### src/design/tce_pkg.sv
// text console engine package: operation codes, command, cell and result types
// no dependencies
`default_nettype none

package tce_pkg;

    localparam int IDX_W   = 11;
    localparam int CUR_W   = 11;
    localparam int SYM_W   = 8;
    localparam int COL_W   = 32;
    localparam int CFG_W   = 32;

    // input modes
    localparam logic [2:0] MODE_PUT   = 3'd0;
    localparam logic [2:0] MODE_BS    = 3'd1;
    localparam logic [2:0] MODE_LEFT  = 3'd2;
    localparam logic [2:0] MODE_RIGHT = 3'd3;
    localparam logic [2:0] MODE_UP    = 3'd4;
    localparam logic [2:0] MODE_DOWN  = 3'd5;
    localparam logic [2:0] MODE_CLEAR = 3'd6;
    localparam logic [2:0] MODE_READ  = 3'd7;

    // control characters
    localparam logic [7:0] CH_CR    = 8'h0D;
    localparam logic [7:0] CH_LF    = 8'h0A;
    localparam logic [7:0] CH_TAB   = 8'h09;
    localparam logic [7:0] CH_BLANK = 8'h20;
    localparam logic [1:0] TAB_MASK = 2'b11;

    // configuration registers
    localparam logic CFG_TEXT  = 1'b0;
    localparam logic CFG_PAPER = 1'b1;
    localparam logic [31:0] TEXT_RESET  = 32'hFFFF_FFFF;
    localparam logic [31:0] PAPER_RESET = 32'h0000_0000;

    typedef enum logic [3:0] {
        OP_PUT, OP_CR, OP_LF, OP_TAB, OP_BS, OP_LEFT, OP_RIGHT,
        OP_UP, OP_DOWN, OP_CLEAR, OP_READ
    } t_op;

    typedef struct packed {
        t_op              op;
        logic [SYM_W-1:0] code;
        logic [IDX_W-1:0] idx;
    } t_cmd;

    typedef struct packed {
        logic [SYM_W-1:0] sym;
        logic [COL_W-1:0] fore;
        logic [COL_W-1:0] back;
    } t_cell;

    typedef struct packed {
        logic [CUR_W-1:0] cursor;
        t_cell            entry;
    } t_res;

    // back end to front end status
    typedef struct packed {
        logic take;
        logic init;
    } t_bk_ctl;

endpackage

`default_nettype wire

### src/design/tce_resq.sv
// result queue: two entries between the back end and the result ports
// depends on tce_pkg
`default_nettype none

module tce_resq (
    input  wire logic           i_clk,
    input  wire logic           i_rst_n,
    input  wire logic           i_push,
    input  wire tce_pkg::t_res  i_res,
    output logic                o_full,
    input  wire logic           i_pop,
    output logic                o_empty,
    output tce_pkg::t_res       o_head
);

    tce_pkg::t_res r_e0, r_e1, n_e0, n_e1;
    logic [1:0]    r_cnt, n_cnt;
    logic          w_push, w_pop;

    assign o_full  = (r_cnt == 2'd2);
    assign o_empty = (r_cnt == 2'd0);
    assign o_head  = r_e0;
    assign w_push  = i_push && !o_full;
    assign w_pop   = i_pop && !o_empty;

    // queue update
    always_comb begin
        n_e0  = r_e0;
        n_e1  = r_e1;
        n_cnt = r_cnt;
        if (w_pop) begin
            n_e0  = r_e1;
            n_cnt = n_cnt - 2'd1;
        end
        if (w_push) begin
            if (n_cnt == 2'd0) n_e0 = i_res;
            else               n_e1 = i_res;
            n_cnt = n_cnt + 2'd1;
        end
    end

    always_ff @(posedge i_clk) begin
        if (!i_rst_n) begin
            r_cnt <= 2'd0;
        end else begin
            r_cnt <= n_cnt;
        end
        r_e0 <= n_e0;
        r_e1 <= n_e1;
    end

endmodule

`default_nettype wire

### config.mk
export PLATFORM = sky130hd
export DESIGN_NAME = tce_resq
export DESIGN_NICKNAME = d
export VERILOG_FILES = /design/src/design/tce_pkg.sv /design/src/design/tce_resq.sv
export SDC_FILE = /design/constraint.sdc
export NUM_CORES = 1
export LEC_CHECK = 0
export ABC_CLOCK_PERIOD_IN_PS = 8300
export BUFFER_PORTS_ARGS = -buffer_cell sky130_fd_sc_hd__buf_2
export CORE_MARGIN = 1.5
export CORE_UTILIZATION = 40
export DETAILED_ROUTE_END_ITERATION = 16
export GPL_ROUTABILITY_DRIVEN = 0
export PLACE_DENSITY = 0.74
export SETUP_SLACK_MARGIN = 0.3
export SYNTH_ARGS = -nofsm -noshare
export SYNTH_HDL_FRONTEND = slang
export SYNTH_SLANG_ARGS = --single-unit
### constraint.sdc
create_clock -name i_clk -period 8.3 [get_ports i_clk]
set_input_delay 0.83 -clock i_clk [delete_from_list [all_inputs] [get_ports i_clk]]
set_output_delay 0.83 -clock i_clk [all_outputs]
set_load 0.02 [all_outputs]
; Yosys cells after proc, flatten, opt, wreduce, memory -nomap -nowiden
; Index checks and enable logic that the tools add are counted.
[totals]
ff_bits = 168
elab_cells = 25
[classes]
add_sub_neg = 2
eq_ne = 1
n_mux = 5
bitwise_logic = 1
n_reduce_logical = 7
[ops]
columns = operator, n
row1 = 2-to-1 mux 83 bit, 3
row2 = zero test 2 bit, 2
row3 = 2-to-1 mux 2 bit, 2
row4 = adder 2 x 1 -> 2 bit (second input constant), 1
row5 = equality test 2 bit (second input constant), 1
row6 = logical AND 1 bit, 2
row7 = zero test 1 bit, 2
row8 = AND reduction 2 bit, 1
row9 = subtractor 2 x 1 -> 2 bit (second input constant), 1
row10 = inverter 1 bit, 1

; Logic depth before layout (Yosys ltp)
[depth]
ltp_word = 7
depth_mapped = 10
ltp_nobuf = 7

; Worst setup path before layout
; No wires, ideal clock.
[synth_timing]
path_kind = input to register
from = input port i_pop
to = register r_e1[0] (netlist name), enable pin
setup_time_ns = 0.525
t_arrival_ns = 5.145
t_required_ns = 7.775
setup_slack_ns = 2.630
cell_stages = 5
n_path_buf = 1
cell_sequence = nand2b_4 buf_2 mux2_2 ha_1 nor2_1
[synth_via]
elab_chain_len = 5
[synth_lines]
columns = item, line
row1 = start: declaration, tce_resq.sv:11  ; input wire logic i_pop,
row2 = logical AND 1 bit, tce_resq.sv:24  ; assign w_pop = i_pop && !o_empty;
row3 = 2-to-1 mux 2 bit, tce_resq.sv:31  ; if (w_pop) begin
row4 = zero test 2 bit, tce_resq.sv:36  ; if (n_cnt == 2'd0) n_e0 = i_res;
row5 = inverter 1 bit (no line), n/a
row6 = AND reduction 2 bit (no line), n/a
row7 = end signal: assignment, tce_resq.sv:49  ; r_e1 <= n_e1;
row8 = end: declaration, tce_resq.sv:16  ; tce_pkg::t_res r_e0, r_e1, n_e0, n_e1;
; No other way between the ends.
; A chain may end at the register's enable or synchronous reset.

==> metrics.txt <==
largest net degree at the start of global routing 49; r2r setup slk 4.60 ns; Initial Utilization 0.405; period utilization 0.446; Die Y 132 um; die width 132 um; clock share of power 0.202; crit-path max FO 45; DRT Pass-1 Iters 4; DR WL/cell 16.1 um; DRT antenna net count 0; worst setup path category flop to flop; critical path data arrival time 4.00 ns; final wirelength 12500 um; DR DRC count 0; Total Power 4.00 mW; root buf cell clkbuf_16; outcome completed; Max VDD drop 0.478 mV; post-DP HPWL 8260 um; Via Count 3665; layout cells sized above 1 0.668; Seq pwr share 0.356; routed vias/inst 4.71; Mean Syn Cell Area 18.1 um^2; final setup fails 0; # rows 47; Worst-path clk slew 0.06 ns; Syn Nets 459; crit path cell chain inv_1 -> ha_1 -> nand2b_4 -> mux2_2 -> ha_1 -> nand2_4 -> buf_4 -> mux2_2; Yosys reg bits 168; quantity of gates resized following cts 0; CTS Hold Bufs 0; Net Sw Power 1.29 mW; Clk Latency, worst-skew pair 0.41 ns; clock tree buffer depth 2; Setup Fix Bufs, Post-CTS 0; clk sink count 168; Final min period 3.70 ns; initial antenna violation count 0; GRT Overall Usage 0.149; number of global-route vias before repair 3956; io pins 172; CTS tree built; Num CTS Buffers 17; Tightest Hold Check Type flop to flop; Worst-Margin Slew 0.841 ns; TNS Setup 0 ns; First DRT Iteration DRCs 152; Crit path required time 8.60 ns; Final #Nets 635; first-pass GRT wire length 20300 um; Setup crit start kind flop; pwr dens 481 nW/um^2; Slew Viols, Final 0; synthesized instance count 369; number of diodes 0; Area Overhead vs Synth 24.6%; Core ar. 16500 um^2; cell area after synthesis 6670 um^2; Slew HR 0.439; CP max-delay cell buf_4; switch share 0.322; Ys Warns 0; GR Overflow Total 0; max_cap viols 0; critical path's largest stage delay 0.75 ns; crit path capture type flop; cell leakage power 3.69 nW; Hold Vio Cnt, Final 0; H-Tree Depth 4; Peak Freq 0.270 GHz; post-synthesis cell type count 18; Combinational Power Share 0.442; RSZ-0062 raised after global routing false; sequential share of the synthesized area 0.628; PortBufs 171; DIE AREA 17500 um^2; Fin Clk Skew 0.00929 ns; Pint 2.71 mW
-- routing by layer --
| metal | vias up | global-route usage | part of all wire |
|---|---|---|---|
| li1 | 1728 | - | - |
| met1 | 1813 | 0.186 | 0.45 |
| met2 | 110 | 0.245 | 0.49 |
| met3 | 14 | 0.0473 | 0.056 |
| met4 | 0 | 0.0513 | 0.011 |
| met5 | - | 0 | 0 |
-- flip-flops by register name, summed over array words and instances, names as in the netlist --
register	cells
o_head	83
r_cnt	2
r_e1	83
-- placed cells by master, fill, tap and decap left out, types with 3 or more instances in the layout --
cell type / n
buf_2: 171
dfxtp_1: 85
clkbuf_16: 17
ha_1: 3
mux2_4: 90
edfxtp_1: 83
buf_4: 4
mux2_2: 77
bufinv_16: 4
clkinv_1: 3
clkinv_2: 3
clkinv_4: 4
-- stage by stage --
| step | std cells | cell area [um^2] | utilization | hold WS [ns] | worst slack [ns] |
|---|---|---|---|---|---|
| 2_1_floorplan | 369 | 6670 | - | 0.572 | 2.63 |
| 3_3_place_gp | 746 | 7700 | 0.468 | 0.576 | 4.35 |
| 3_5_place_dp | 746 | 7700 | 0.468 | 0.586 | 4.31 |
| 4_1_cts | 778 | 8320 | 0.505 | 0.576 | 4.58 |
| 5_1_grt | 778 | 8320 | 0.505 | 0.573 | 4.39 |
| 6_report | 778 | 8320 | 0.505 | 0.595 | 4.60 |
-- power groups by stage --
| stage | Sequential (mW) | Combinational (mW) | Clock (mW) |
|---|---|---|---|
| 2_1_floorplan | 1.70 | 1.11 | 0 |
| 3_3_place_gp | 1.42 | 1.73 | 0 |
| 3_5_place_dp | 1.44 | 1.78 | 0 |
| 4_1_cts | 1.43 | 1.78 | 0.831 |
| 5_1_grt | 1.46 | 1.88 | 0.868 |
| 6_report | 1.42 | 1.77 | 0.809 |
-- worst max-delay path: cells and delay by family, from the launching register on --
| family | cells | cell delay, ns |
|---|---|---|
| flops | 1 | 0.30 |
| simple gates | 2 | 1.06 |
| buf+inv | 2 | 0.86 |
| mux | 2 | 0.84 |
| fa+ha+maj | 2 | 0.47 |
-- cell type report --
type / count / area (um^2)
clock buffers: 18 / 429
clock inverters: 14 / 181
fillers: 1408 / 8150
inverters: 2 / 7.51
multi-input cells: 181 / 2340
flip-flops and latches: 168 / 4190
well taps: 220 / 275
repair buffers: 175 / 886
-- cells in the mapped netlist, drive strengths merged --
| cell | number | area share |
|---|---|---|
| nand2b | 2 | 0.0030 |
| xnor2 | 1 | 0.0013 |
| ha | 3 | 0.0056 |
| mux2 | 167 | 0.33 |
| nand3 | 1 | 0.00075 |
| o21ai | 1 | 0.00075 |
| nor2 | 1 | 0.00056 |
| mux2i | 1 | 0.0015 |
| buf | 18 | 0.022 |
| nand2 | 3 | 0.0017 |
| dfxtp | 85 | 0.25 |
| edfxtp | 83 | 0.37 |
| inv | 2 | 0.0011 |
| and2b | 1 | 0.0011 |
-- logic make-up (layout without fill, tap and decap cells) --
family	count (synthesis)	after routing	share of synthesized area
AO/OA/AOI/OAI	1	1	0.000749
XOR/XNOR	1	1	0.00131
adder cells (fa/ha/maj)	3	3	0.00562
buffers and inverters	20	209	0.0229
flip-flops	168	168	0.628
multiplexers	168	168	0.334
AND/OR/NAND/NOR	8	8	0.00712
-- path summary, 6_finish.rpt --
kind | from | cells past startpoint | endpoint
setup / recovery | r_cnt[0]$_SDFF_PN0_ | 8 | o_head[71]$_DFF_P_
hold / removal | r_e1[81]$_DFFE_PP_ | 2 | o_head[81]$_DFF_P_
setup reg to reg | r_cnt[0]$_SDFF_PN0_ | 8 | o_head[71]$_DFF_P_
hold reg to reg | r_e1[81]$_DFFE_PP_ | 2 | o_head[81]$_DFF_P_
Power figures use the tool's default switching activity.
