$ cat config.mk
export PLATFORM = sky130hd
export DESIGN_NAME = tce_front
export DESIGN_NICKNAME = d
export VERILOG_FILES = /design/src/design/tce_pkg.sv /design/src/design/tce_front.sv
export SDC_FILE = /design/constraint.sdc
export NUM_CORES = 1
export LEC_CHECK = 0
export ABC_AREA = 1
export CAP_MARGIN = 20
export CORE_ASPECT_RATIO = 1.5
export CORE_MARGIN = 8
export CORE_UTILIZATION = 35
export DETAILED_ROUTE_END_ITERATION = 10
export DONT_BUFFER_PORTS = 1
export HOLD_SLACK_MARGIN = 0.08
export MAX_ROUTING_LAYER = met4
export SETUP_SLACK_MARGIN = 0.02
export SLEW_MARGIN = 25
export SYNTH_ARGS = -nofsm -noshare
export SYNTH_HDL_FRONTEND = slang
export SYNTH_SLANG_ARGS = --single-unit
$ cat constraint.sdc
create_clock -name i_clk -period 2.95 [get_ports i_clk]
set_input_delay 0 -clock i_clk [delete_from_list [all_inputs] [get_ports i_clk]]
set_output_delay 0 -clock i_clk [all_outputs]
set_load 0.05 [all_outputs]
$ cat src/design/tce_pkg.sv
// text console engine package: operation codes, command, cell and result types
// no dependencies
`default_nettype none

package tce_pkg;

    localparam int IDX_W   = 11;
    localparam int CUR_W   = 11;
    localparam int SYM_W   = 8;
    localparam int COL_W   = 32;
    localparam int CFG_W   = 32;

    // input modes
    localparam logic [2:0] MODE_PUT   = 3'd0;
    localparam logic [2:0] MODE_BS    = 3'd1;
    localparam logic [2:0] MODE_LEFT  = 3'd2;
    localparam logic [2:0] MODE_RIGHT = 3'd3;
    localparam logic [2:0] MODE_UP    = 3'd4;
    localparam logic [2:0] MODE_DOWN  = 3'd5;
    localparam logic [2:0] MODE_CLEAR = 3'd6;
    localparam logic [2:0] MODE_READ  = 3'd7;

    // control characters
    localparam logic [7:0] CH_CR    = 8'h0D;
    localparam logic [7:0] CH_LF    = 8'h0A;
    localparam logic [7:0] CH_TAB   = 8'h09;
    localparam logic [7:0] CH_BLANK = 8'h20;
    localparam logic [1:0] TAB_MASK = 2'b11;

    // configuration registers
    localparam logic CFG_TEXT  = 1'b0;
    localparam logic CFG_PAPER = 1'b1;
    localparam logic [31:0] TEXT_RESET  = 32'hFFFF_FFFF;
    localparam logic [31:0] PAPER_RESET = 32'h0000_0000;

    typedef enum logic [3:0] {
        OP_PUT, OP_CR, OP_LF, OP_TAB, OP_BS, OP_LEFT, OP_RIGHT,
        OP_UP, OP_DOWN, OP_CLEAR, OP_READ
    } t_op;

    typedef struct packed {
        t_op              op;
        logic [SYM_W-1:0] code;
        logic [IDX_W-1:0] idx;
    } t_cmd;

    typedef struct packed {
        logic [SYM_W-1:0] sym;
        logic [COL_W-1:0] fore;
        logic [COL_W-1:0] back;
    } t_cell;

    typedef struct packed {
        logic [CUR_W-1:0] cursor;
        t_cell            entry;
    } t_res;

    // back end to front end status
    typedef struct packed {
        logic take;
        logic init;
    } t_bk_ctl;

endpackage

`default_nettype wire

$ cat src/design/tce_front.sv
// front end: classifies incoming transactions and holds them in a two-entry queue
// depends on tce_pkg
`default_nettype none

module tce_front (
    input  wire logic               i_clk,
    input  wire logic               i_rst_n,
    input  wire logic               i_push,
    output logic                    o_full,
    input  wire logic [2:0]         i_mode,
    input  wire logic [7:0]         i_char_code,
    input  wire logic [10:0]        i_cell_index,
    input  wire tce_pkg::t_bk_ctl   i_ctl,
    output logic                    o_cmd_valid,
    output tce_pkg::t_cmd           o_cmd
);

    tce_pkg::t_cmd r_q0, r_q1, n_q0, n_q1;
    logic [1:0]    r_cnt, n_cnt;
    tce_pkg::t_cmd w_cls;
    logic          w_push, w_pop;

    // classify mode and byte into an operation
    always_comb begin
        w_cls.code = i_char_code;
        w_cls.idx  = i_cell_index;
        case (i_mode)
            tce_pkg::MODE_PUT: begin
                if (i_char_code == tce_pkg::CH_CR)       w_cls.op = tce_pkg::OP_CR;
                else if (i_char_code == tce_pkg::CH_LF)  w_cls.op = tce_pkg::OP_LF;
                else if (i_char_code == tce_pkg::CH_TAB) w_cls.op = tce_pkg::OP_TAB;
                else                                     w_cls.op = tce_pkg::OP_PUT;
            end
            tce_pkg::MODE_BS:    w_cls.op = tce_pkg::OP_BS;
            tce_pkg::MODE_LEFT:  w_cls.op = tce_pkg::OP_LEFT;
            tce_pkg::MODE_RIGHT: w_cls.op = tce_pkg::OP_RIGHT;
            tce_pkg::MODE_UP:    w_cls.op = tce_pkg::OP_UP;
            tce_pkg::MODE_DOWN:  w_cls.op = tce_pkg::OP_DOWN;
            tce_pkg::MODE_CLEAR: w_cls.op = tce_pkg::OP_CLEAR;
            default:             w_cls.op = tce_pkg::OP_READ;
        endcase
    end

    assign o_full      = (r_cnt == 2'd2) || i_ctl.init;
    assign w_push      = i_push && !o_full;
    assign w_pop       = i_ctl.take && (r_cnt != 2'd0);
    assign o_cmd_valid = (r_cnt != 2'd0);
    assign o_cmd       = r_q0;

    // queue update
    always_comb begin
        n_q0  = r_q0;
        n_q1  = r_q1;
        n_cnt = r_cnt;
        if (w_pop) begin
            n_q0  = r_q1;
            n_cnt = n_cnt - 2'd1;
        end
        if (w_push) begin
            if (n_cnt == 2'd0) n_q0 = w_cls;
            else               n_q1 = w_cls;
            n_cnt = n_cnt + 2'd1;
        end
    end

    always_ff @(posedge i_clk) begin
        if (!i_rst_n) begin
            r_cnt <= 2'd0;
        end else begin
            r_cnt <= n_cnt;
        end
        r_q0 <= n_q0;
        r_q1 <= n_q1;
    end

endmodule

`default_nettype wire

-- Yosys cells after proc, flatten, opt, wreduce, memory -nomap -nowiden
Index checks and enable logic that the tools add are counted.
- input bits: 27
- logic and storage cells: 37
- output and inout bits: 25
- bits in registers: 48
- bitwise operators: 1
- reductions and logical operators: 8
- $add $sub $neg: 2
- mux-type cells: 9
- equal/unequal tests: 10
- operator list (operator ; count):
    23-bit 2-to-1 mux ; 3
    4-bit case mux with 7 select lines ; 1
    8-bit by 4-bit == test with 1-bit output, second input constant ; 3
    2-bit 2-to-1 mux ; 5
    3-bit == test, second input constant ; 3
    3-bit by 2-bit == test with 1-bit output, second input constant ; 2
    3-bit by 1-bit == test with 1-bit output, second input constant ; 1
    3-bit logical NOT ; 1
    2-bit by 1-bit adder with 2-bit output, second input constant ; 1
    2-bit == test, second input constant ; 1
    1-bit logical AND ; 2
    2-bit logical NOT ; 1
    2-bit AND reduction ; 1
    2-bit nonzero test ; 1
    2-bit by 1-bit subtractor with 2-bit output, second input constant ; 1
    1-bit logical NOT ; 1
    1-bit logical OR ; 1
    1-bit inverter ; 1

-- Longest topological paths before layout
- word-level depth: 7
- mapped depth: 12
- mapped depth without buffers: 12

-- Worst setup path before layout
No wires, ideal clock.
- kind: register to register
- start point: register r_cnt[0]
- end point: register r_q1[0] in the netlist's numbering, enable pin
- data required time: 2.547 ns
- clock period less this slack: 2.655 ns
- path slack: 0.295 ns
- library setup time: 0.403 ns
- path buffers: 0
- data arrival time: 2.252 ns
- cell stages (with the launch flop): 9
- cell sequence: dfxtp_1 > inv_1 > ha_1 > inv_1 > nand2_4 > xor2_1 > inv_1 > ha_1 > nor2_1
- word-level cells in the longest chain between the ends: 6
- elaborated cells between the ends (all ways): 11
- those cells by class: 1 x add/sub; 1 x eq/ne; 1 x mux; 1 x bitwise; 7 x reduce/logical
- RTL lines (element ; line ; text):
    start, declared ; tce_front.sv:19 ; logic [1:0] r_cnt, n_cnt;
    start signal, assigned ; tce_front.sv:70 ; r_cnt <= n_cnt;
    branches (longest 5 deep; another with 2-bit by 1-bit subtractor with 2-bit output) ; - ;
    2-bit AND reduction (no line) * ; - ;
    end signal, assigned ; tce_front.sv:73 ; r_q1 <= n_q1;
    end, declared ; tce_front.sv:18 ; tce_pkg::t_cmd r_q0, r_q1, n_q0, n_q1;
Every way passes the cells marked *.
A chain may end at the register's enable or synchronous reset.

-- Final worst setup path
- start point: register r_cnt[1]
- end point: register r_cnt[0]
- word-level cells in the longest chain between the ends: 5
- elaborated cells between the ends (all ways): 9
- those cells by class: 1 x add/sub; 1 x eq/ne; 2 x mux; 5 x reduce/logical
- RTL lines (element ; line ; text):
    2-bit nonzero test or 2-bit == test (tied branches) ; tce_front.sv:46, tce_front.sv:44 ;
    1-bit logical AND or 1-bit logical OR (tied branches) ; tce_front.sv:46, tce_front.sv:44 ;
    2-bit 2-to-1 mux or 1-bit logical NOT (tied branches) ; tce_front.sv:55, tce_front.sv:45 ;
    2-bit by 1-bit adder with 2-bit output or 1-bit logical AND (tied branches) ; tce_front.sv:62, tce_front.sv:45 ;
    2-bit 2-to-1 mux * ; tce_front.sv:59 ; if (w_push) begin
Every way passes the cells marked *; elsewhere a longest branch is shown, timed or not.

==> run summary <==
status: complete, no violations
#FFs+latches synth: 48
combinational share of power: 24.7%
Yosys cell types: 18
slew at the pin closest to its max-slew limit: 0.922 ns
global-route wire length before repair: 7850 um
TritonRoute pass-1 iters: 4
internal cell power: 1.39 mW
multi-input combinational cell area: 835 sq um
power per cell area: 1040 nW/um^2
DRC viols: 0
CP endpoint: r_cnt[0]
R2R setup slack: 0.44 ns
Worst Path Arrival: 2.75 ns
post-synth net total: 243
ANT nets after route: 0
critical path class: flip-flop to flip-flop
Leak: 1.04 nW
Worst Path Max Fanout: 27
Clock Latency Late Sink: 0.30 ns
Worst Skew: 0.00405 ns
synthesized area: 2180 sq um
Cells after Synth: 213
routed wire length: 4910 um
Synth area leader: edfxtp_1
die area: 9070 sq um
Final Net Count: 272
largest net degree at the start of global routing: 46
vias in the first global route: 1566
Psw: 1.34 mW
nature of the critical path startpoint: flip-flop
Core ar.: 6090 sq um
CP Buf/Inv Count: 4
FILL cells: 598
final setup TNS: 0 ns
Via-to-Cell Ratio: 4.83
fin area: 2610 sq um
Top Family by Delay on Critical Path: buffers and inverters
critical path depth: 10
total gr overflow: 0
commonest non-fill, non-tap cell in the layout: nand2_1
slew margin rel.: 38.3%
Clk network pwr share: 15.0%
Syn Area/Cell: 10.3 sq um
CTS tree: done
antenna violations before repair: 0
starting density of the core: 35.9%
PortBufs: 0
CP endpoint kind: flip-flop
total CTS buffers: 5
die width: 80.5 um
fmax: 399 MHz
Critical R2R Launch: r_cnt[1]
post_cts resized: 0
YS warnings: 0
end of the worst register-to-register path: r_cnt[0]
RSZ-0062 raised after global routing: false
crit-path cells: inv_1, ha_1, inv_1, nand2_4, xor2_1, nand2_1, nand2_1, dlygate4sd3_1, a21oi_1, dlygate4sd3_1
diode count: 0
slowest stage cell, crit path: dlygate4sd3_1
WL per Instance: 15.5 um
Hold Violations, Final: 0
CP required: 3.20 ns
max-cap violations: 0
Hold Path Class: primary input to flip-flop
sequential share of power: 60.3%
Max clock buf depth: 2
Synth top area share: 31.6%
CTS clk-pin slew, worst paths: 0.09 ns
placed cell areas: 2230 sq um
HPWL Detailed: 3230 um
# H-tree levels: 2
Final min period: 2.51 ns
IO Pins: 52
first-iteration detailed-routing DRC count: 68
Slew Viols, Final: 0
sequential-to-total area share from yosys stat: 54.6%
CTS Sinks: 48
Root Driver: clkbuf_8
Area growth syn-to-layout: 19.5%
max incr delay on CP: 0.55 ns
register area: 1190 sq um
Synth area leaders: edfxtp_1 32%, dfxtp_1 23%, a31oi_2 11%, nand2_1 7.2%, nand3_1 6.2%
commonest cells after routing, fill and taps aside: 42 x nand2_1, 29 x dlygate4sd3_1, 27 x nand3_1
CP startpoint: r_cnt[1]
total track usage: 11.3%
GPL Wtd Cong: 0.814
via count: 1532
layout cells sized above 1: 23.0%
die span in y: 113 um
VDD IR-drop max: 0.451 mV
setup violators final: 0
Final Cycle Share: 85.0%
placed cells: 280
reg2reg path depth: 10
Switching Share: 49.1%
Final Non-Filler Cells: 317
number of placement rows: 35
-- layer usage --
metal  vias to the layer above  track usage, %  part of all wire (%)  wire (um)
met5                         -               -                     0          0
met3                         6            4.21                   7.3        360
met1                       720            12.2                    41       2010
li1                        771               -                     -          -
met4                         0            4.02                   1.4         67
met2                        35            18.4                    50       2470
-- cell families after synthesis --
family	count (synthesis)	synth area share, %
and+or+nand+nor	101	22.0
DFF	48	54.6
buffers and inverters	32	7.34
AOI/OAI and AO/OA	27	13.6
adders and majority gates	3	1.72
xor gates and xnor gates	2	0.802
-- synthesized netlist by cell type --
master	count
nand2_1	42
nand3_1	27
dfxtp_1	25
edfxtp_1	23
inv_1	21
a31oi_2	20
nor2_2	18
nor2_1	11
buf_2	6
a21oi_1	4
buf_6	4
ha_1	3
nand2_4	3
xor2_1	2
inv_4	1
o211ai_2	1
o21ai_0	1
o21ai_2	1
-- state kept, by name, indices dropped and copies added, names as in the netlist --
name / count
r_cnt: 2
o_cmd: 23
r_q1: 23
-- area by class of cell --
class | instances | area share [%]
multi-input cells | 133 | 32.0
flip-flops and latches | 48 | 45.7
clock inverters | 2 | 0.384
inverters | 22 | 3.26
repair buffers | 32 | 12.0
clock buffers | 6 | 3.17
well taps | 74 | 3.55
-- through the flow --
step	worst slack [ns]	total power, mW	utilization [%]	hold slack (ns)
3_5_place_dp	0.546	2.30	36.6	0.0991
6_report	0.442	2.73	42.9	0.0933
3_3_place_gp	0.634	2.28	36.6	0.0991
5_1_grt	0.268	2.87	42.9	0.122
4_1_cts	0.461	2.76	42.9	0.102
2_1_floorplan	0.295	2.16	-	0.0989
-- repair_timing --
item,4_1_cts,5_1_grt
endpoints found under the hold margin,48,0
setup endpoints to repair,0,0
setup buffers,0,0
hold buffers,29,0
-- power groups by stage --
stage	sequential (mW)	combinational (mW)	clock, mW
4_1_cts	1.65	0.682	0.420
2_1_floorplan	1.61	0.554	0
3_3_place_gp	1.67	0.611	0
5_1_grt	1.67	0.752	0.439
6_report	1.64	0.673	0.409
3_5_place_dp	1.67	0.630	0
-- tightest hold or removal path, cell delays in order --
cell	delay (ns)
nand2_1	0.04
nor2_1	0.04
nand2_1	0.05
nand3_1	0.09
nand3_1	0.08
nand2_1	0.04
-- how the worst min path moves through the flow --
stage | slack (ns) | cells past startpoint | start | to
6_report | 0.09 | 6 | i_char_code[2] | o_cmd[19]
5_1_grt | 0.12 | 6 | i_char_code[2] | o_cmd[19]
4_1_cts | 0.10 | 6 | i_char_code[2] | o_cmd[19]
3_5_place_dp | 0.1 | 0 | i_cell_index[2] | r_q1[2]
3_3_place_gp | 0.1 | 0 | i_cell_index[2] | r_q1[2]
2_1_floorplan | 0.1 | 0 | i_cell_index[0] | r_q1[0]
No activity file was read; power rests on OpenSTA's default activity.
